File: config.mk
export PLATFORM = sky130hd
export DESIGN_NAME = rsi_sqrt
export DESIGN_NICKNAME = d
export VERILOG_FILES = /design/src/hdl/rsi_pkg.sv /design/src/hdl/rsi_sqrt.sv
export SDC_FILE = /design/constraint.sdc
export NUM_CORES = 2
export LEC_CHECK = 0
export BUFFER_PORTS_ARGS = -buffer_cell sky130_fd_sc_hd__buf_2
export CAP_MARGIN = 5
export CORE_MARGIN = 2
export CORE_UTILIZATION = 55
export DETAILED_ROUTE_END_ITERATION = 16
export HOLD_SLACK_MARGIN = 0.02
export PLACE_DENSITY = 0.71
export SLEW_MARGIN = 20
export SYNTH_ARGS = -nofsm -noshare
export SYNTH_HDL_FRONTEND = slang
export SYNTH_MEMORY_MAX_BITS = 65536
export SYNTH_SLANG_ARGS = --single-unit
File: constraint.sdc
create_clock -name clk -period 10.25 [get_ports clk]
set_clock_uncertainty 0.05 [all_clocks]
set_input_delay 1.5375 -clock clk [delete_from_list [all_inputs] [get_ports clk]]
set_output_delay 1.5375 -clock clk [all_outputs]
set_load 0.05 [all_outputs]
File: src/hdl/rsi_pkg.sv
// rsi_pkg: widths, codes and the square-root step shared by the ray-sphere test.
// No dependencies; used by rsi_sqrt and ray_sphere_intersection.
`timescale 1ns / 1ps

package rsi_pkg;

  localparam int FRAC_BITS_DEF = 16;   // default fraction bits of positions
  localparam int DIR_BITS      = 16;   // fraction bits of the direction
  localparam int POS_W         = 32;
  localparam int DIR_W         = 18;
  localparam int V_W           = 33;   // center - origin
  localparam int PROD_W        = 51;   // dir * v
  localparam int DOT_W         = 53;   // sum of three products
  localparam int D1_W          = 37;   // projection after the floor shift
  localparam int SQ_W          = 66;   // one square of v
  localparam int VV_W          = 66;   // |v|^2
  localparam int LO_W          = 32;   // low slice of |d1|
  localparam int HI_W          = 5;    // high slice of |d1|
  localparam int LHS_W         = 76;   // d1^2 + r^2, also the radicand
  localparam int SQRT_STEPS    = 38;
  localparam int ROOT_W        = 38;
  localparam int REM_W         = 40;
  localparam int STEPS_PER_STG = 2;
  localparam int SQRT_STG      = SQRT_STEPS / STEPS_PER_STG;
  localparam int T_W           = 40;   // signed near/far roots
  localparam int SIDE_W        = 1 + D1_W + POS_W;
  localparam int ADDR_W        = 4;
  localparam int DATA_W        = 32;

  typedef enum logic [1:0] {
    HIT_MISS    = 2'd0,
    HIT_OUTSIDE = 2'd1,
    HIT_INSIDE  = 2'd2
  } hit_kind_t;

  typedef enum logic [1:0] {
    REG_CENTER_X  = 2'd0,
    REG_CENTER_Y  = 2'd1,
    REG_CENTER_Z  = 2'd2,
    REG_RADIUS_SQ = 2'd3
  } cfg_reg_t;

  typedef struct packed {
    logic [ROOT_W-1:0] root;
    logic [REM_W-1:0]  rem;
  } sq_st_t;

  typedef struct packed {
    logic                   ok;
    logic signed [D1_W-1:0] d1;
    logic [POS_W-1:0]       best;
  } side_t;

  // one digit of the restoring integer square root
  function automatic sq_st_t sqrt_step(input sq_st_t s, input logic [1:0] pair);
    logic [REM_W-1:0] r;
    logic [REM_W-1:0] t;
    sq_st_t           o;
    r = {s.rem[REM_W-3:0], pair};
    t = {s.root, 2'b01};
    if (r >= t) begin
      o.rem  = r - t;
      o.root = {s.root[ROOT_W-2:0], 1'b1};
    end else begin
      o.rem  = r;
      o.root = {s.root[ROOT_W-2:0], 1'b0};
    end
    return o;
  endfunction

endpackage

File: src/hdl/rsi_sqrt.sv
// rsi_sqrt: pipelined floored integer square root, two digits per stage.
// Depends on rsi_pkg; carries a sideband word alongside each root.
`timescale 1ns / 1ps

module rsi_sqrt (
  input  logic                       clk,
  input  logic                       rst_n,
  input  logic                       en,
  input  logic                       in_v,
  input  logic [rsi_pkg::LHS_W-1:0]  in_rad,
  input  rsi_pkg::side_t             in_side,
  output logic                       out_v,
  output logic [rsi_pkg::ROOT_W-1:0] out_root,
  output rsi_pkg::side_t             out_side
);

  logic                      v_r    [rsi_pkg::SQRT_STG];
  rsi_pkg::sq_st_t           st_r   [rsi_pkg::SQRT_STG];
  logic [rsi_pkg::LHS_W-1:0] rad_r  [rsi_pkg::SQRT_STG];
  rsi_pkg::side_t            side_r [rsi_pkg::SQRT_STG];

  for (genvar g = 0; g < rsi_pkg::SQRT_STG; g++) begin : g_stg
    logic                      prev_v;
    rsi_pkg::sq_st_t           prev_st;
    logic [rsi_pkg::LHS_W-1:0] prev_rad;
    rsi_pkg::side_t            prev_side;
    rsi_pkg::sq_st_t           st_nxt;
    logic [rsi_pkg::LHS_W-1:0] rad_nxt;

    if (g == 0) begin : g_first
      assign prev_v    = in_v;
      assign prev_st   = '0;
      assign prev_rad  = in_rad;
      assign prev_side = in_side;
    end else begin : g_rest
      assign prev_v    = v_r[g-1];
      assign prev_st   = st_r[g-1];
      assign prev_rad  = rad_r[g-1];
      assign prev_side = side_r[g-1];
    end

    always_comb begin : step_c
      rsi_pkg::sq_st_t           s;
      logic [rsi_pkg::LHS_W-1:0] rd;
      s  = prev_st;
      rd = prev_rad;
      for (int k = 0; k < rsi_pkg::STEPS_PER_STG; k++) begin
        s  = rsi_pkg::sqrt_step(s, rd[rsi_pkg::LHS_W-1 -: 2]);
        rd = {rd[rsi_pkg::LHS_W-3:0], 2'b00};
      end
      st_nxt  = s;
      rad_nxt = rd;
    end

    always_ff @(posedge clk) begin
      if (!rst_n) begin
        v_r[g] <= 1'b0;
      end else if (en) begin
        v_r[g] <= prev_v;
      end
    end

    always_ff @(posedge clk) begin
      if (en) begin
        st_r[g]   <= st_nxt;
        rad_r[g]  <= rad_nxt;
        side_r[g] <= prev_side;
      end
    end
  end

  assign out_v    = v_r[rsi_pkg::SQRT_STG-1];
  assign out_root = st_r[rsi_pkg::SQRT_STG-1].root;
  assign out_side = side_r[rsi_pkg::SQRT_STG-1];

endmodule

# Word-level counts from Yosys, hierarchy flattened
# Memories as Yosys holds them, arrays and structs flattened.
# Cells that the tools add are included.
# totals
mem_count	4
regBits	0
elab_cells	161
input_bits	150
output_inout_bits	109
ramBits	4199
# classes
n_bitwise	19
addsub	38
magnitude_cmp	38
muxes	62
# memory_table
name	words	word_bits	read_ports	rd_ports_with_merged_regs	write_ports	line	rtl
st_r	19	78	19	0	19	rsi_sqrt.sv:18	rsi_pkg::sq_st_t st_r [rsi_pkg::SQRT_STG];
rad_r	19	72	18	0	19	rsi_sqrt.sv:19	logic [rsi_pkg::LHS_W-1:0] rad_r [rsi_pkg::SQRT_STG];
side_r	19	70	19	0	19	rsi_sqrt.sv:20	rsi_pkg::side_t side_r [rsi_pkg::SQRT_STG];
v_r	19	1	19	0	19	rsi_sqrt.sv:17	logic v_r [rsi_pkg::SQRT_STG];
# op_table
operator	n
$mux W41	38
$ge A40 B40 Y1	36
$sub A40 B40 Y40	36
$ge A40 B3 Y1	1
$sub A40 B3 Y40	1
$mux W1	24
$or A1 B1 Y1	19
$sub A2 B1 Y3 const B	1
$ge A2 B1 Y1 const B	1

# Logic depth before layout (Yosys ltp)
# An unclocked memory read counts as a cell.
# depth
word_depth	5
ltp_mapped	32
ltp_nobuf	30

# Least setup slack after synthesis
# Ideal clock, no wire load.
# synth_timing
path_kind	reg-to-reg
from	mem st_r[8][30] in the netlist's numbering
to	mem st_r[9][11] in the netlist's numbering, data pin
required_time_ps	9940
arrival_time_ps	6504
path_stages_with_launch	25
slack_ps	3436
n_path_buf	3
setup_ps	260
period_less_slack_ps	6814
cell_sequence	edfxtp_1 -> or4_1 -> or3_1 -> nor4b_1 -> nand3_1 -> nor2_1 -> nand2_1 -> inv_1 -> clkbuf_1 -> buf_1 -> o21ai_0 -> ha_1 -> inv_1 -> o21bai_1 -> a21o_1 -> a21o_1 -> a211oi_1 -> o21ai_0 -> or3_1 -> a31oi_1 -> o31ai_1 -> or4_1 -> nor3_1 -> clkbuf_1 -> mux2_2
# synth_rtl
item	line
start: declaration	rsi_sqrt.sv:18

==> impl_metrics.json <==
{
  "worstSetupPathType": "reg2reg",
  "path_buf_inv": 3,
  "slew_headroom_pct": 16.1,
  "cp.required_ps": 10810,
  "worst_slack_ps": 1990,
  "fin_crit_ps": 8260,
  "layout_commonest_cell": "edfxtp_1",
  "clk_pin_slew_worst_paths_ps": 60,
  "seq_area_frac_synth_pct": 60.5,
  "slowest_stage": "nor4b_1",
  "cp.arrival_ps": 8820,
  "grt_usage_pct": 25.6,
  "postCtsSetupBuffers": 0,
  "synth_edf_count": 3067,
  "syn_inst": 12500,
  "min_path_type": "reg2reg",
  "drive_above_1_share_pct": 8.09,
  "cts_buffer_depth": 4,
  "setup_tns_ps": 0,
  "routed-wl-met3_mm": 16.4,
  "hpwl_mm": 266,
  "clkLatencyLatePin_ps": 930,
  "avgRoutedWirePerCell_um": 22.0,
  "grt_max_degree": 189,
  "drt-total-wl_mm": 369,
  "start_util_pct": 55.2,
  "finalCritPeriodShare_pct": 80.6,
  "worst_slew_pin_slew_ps": 1250,
  "root_buffer": "clkbuf_16",
  "gp_congestion": 0.963,
  "ant_nets": 0,
  "leakage_nw": 63.6,
  "rsz0062_at_grt": "false",
  "num_vias": 98900,
  "finalMaxSlewViolations": 0,
  "dr_wl_met2_mm": 180,
  "io_buffers": 258,
  "fin_area_sq_um": 168000,
  "synth_warnings": 0,
  "route.detailed.drc": 0,
  "placed_cell_area_sq_um": 158000,
  "endpoint_kind": "register",
  "maxCapViolations": 0,
  "dpl_worst_slack_ps": 2110,
  "core_area_sq_um": 276000,
  "grt_pass1_wl_mm": 562,
  "syn_to_final_growth_pct": 10.5,
  "worstPathMaxFanout": 35,
  "cts_hold_buf": 0,
  "die_w_um": 530,
  "start_kind": "register",
  "antenna_found_initial": 20,
  "avgSynthCellArea_sq_um": 12.2,
  "cts.sinks": 3068,
  "io-pin-count": 259,
  "overflow": 0,
  "postSynth.asyncResetShare_pct": 0,
  "worstPathCellList": "or4_1, or3_1, nor4b_1, nand3_1, nor2_1, nand2_1, buf_4, inv_1, o21ai_0, ha_1, nand4_1, nor3_1, nand3_1, o21a_1, o21ai_0, or3_1, a31oi_1, o31ai_1, or4_1, nor3_2, buf_4, nor4b_1, nand2b_1, xnor2_1",
  "power_density_nw_per_um2": 268,
  "max_stage_delay_ps": 760,
  "cts_made_buffers": 314,
  "avgViaCountPerCell": 5.90,
  "path_delay_family": "simple AND/OR/NAND/NOR gates",
  "tritoncts": "done",
  "drt-initial-drc-count": 8131,
  "yosys_register_bits": 3068,
  "yosysUniqueCellTypes": 108,
  "htreeDepth": 5,
  "grt_pass1_vias": 98000,
  "ir_worst_vdd_mv": 0.200,
  "cts.repair.resized": 0,
  "die_area_sq_um": 281000,
  "synth_ff_type": "edfxtp_1",
  "num-nets-final": 13700,
  "rows": 193,
  "met1_length_mm": 155,
  "dr.pass1.iters": 7,
  "synth_area_sq_um": 152000,
  "max_freq_ghz": 0.121,
  "setup_violations": 0,
  "hold_violations": 0,
  "die_h_um": 530,
  "status": "finished, final reports clean",
  "highest_layer": "met4",
  "layout_common_cells": "edfxtp_1 (3067), nand2_1 (967), a21oi_1 (878), nor2_1 (825), ha_1 (776)"
}
[sequential cells by signal (all words and copies together) (netlist names)]
| signal | count |
|---|---|
| side_r | 1330 |
| st_r | 1035 |
| rad_r | 684 |
| v_r | 19 |
[cell families (layout without fill, tap and decap cells)]
kind of cell | Yosys count | after routing | share of synthesized area [%]
flip-flops | 3068 | 3068 | 60.5
buffers and inverters | 979 | 1570 | 2.43
AO/OA/AOI/OAI | 2932 | 2932 | 12.1
adder cells (fa/ha/maj) | 776 | 776 | 6.37
XOR/XNOR | 1078 | 1078 | 6.21
multiplexers | 147 | 147 | 1.06
other | 1 | 9 | 0.00246
AND/OR/NAND/NOR | 3486 | 3486 | 11.3
[synth_stat cells (37+ instances only)]
cell | n | area (sq um)
edfxtp_1 | 3067 | 92100
nand2_1 | 967 | 3630
a21oi_1 | 879 | 4400
nor2_1 | 825 | 3100
ha_1 | 776 | 9710
o21ai_0 | 699 | 3500
xnor2_1 | 658 | 5760
inv_1 | 650 | 2440
a21o_1 | 455 | 3420
xor2_1 | 418 | 3660
clkbuf_1 | 274 | 1030
nand3_1 | 272 | 1360
nor3_1 | 261 | 1310
nand4_1 | 192 | 1200
nor2b_1 | 143 | 895
nor4_1 | 129 | 807
o21a_1 | 127 | 953
nand2b_1 | 124 | 776
mux2_2 | 115 | 1290
and3_1 | 105 | 657
o21bai_1 | 104 | 781
or3_1 | 97 | 607
o31ai_1 | 92 | 691
a31oi_1 | 69 | 432
a211oi_1 | 67 | 503
or2_2 | 62 | 388
o211ai_1 | 57 | 428
and2_1 | 56 | 350
or4_1 | 47 | 353
and4_1 | 37 | 324
[final timing paths]
kind,startpoint,to,slack (ps),depth (start not counted)
setup reg to reg,st_r[8][28],st_r[9][37],1990,24
hold reg to reg,side_r[15][67],side_r[16][67],310,0
hold / removal,side_r[15][67],side_r[16][67],310,0
setup / recovery,st_r[8][28],st_r[9][37],1990,24
[layer usage]
metal | GRT usage [%] | vias to the layer above
met3 | 2.53 | 829
met4 | 11.5 | 0
met2 | 43.9 | 3130
met1 | 33.0 | 47600
li1 | - | 47300
met5 | 0 | -
[report_power, final]
group / internal (mW) / switching [mW] / total [mW]
logic: 6.55 / 10.0 / 16.6
clock network: 6.61 / 4.94 / 11.5
registers: 16.0 / 1.04 / 17.0
[metrics by stage]
stage / hold WS [ps] / instances / power [mW] / util, %
final: 311 / 16800 / 45.1 / 61.0
after global routing: 295 / 16800 / 47.7 / 61.0
after CTS: 292 / 16800 / 45.2 / 61.0
after detailed placement: 355 / 16200 / 33.4 / 57.2
after global placement: 350 / 16200 / 33.2 / 57.2
after floorplan: 350 / 12500 / 29.0 / -
[area by class of cell]
type,instances,area [sq um]
sequential,3068,92100
clock buffer,372,8140
timing repair buffer,333,2040
antenna,7,17.5
tap,3705,4640
multi-input combinational,8421,56600
inverter,663,2490
fill,21100,108000
clock inverter,202,2310
Note: power is estimated with default switching activity, not from simulation.
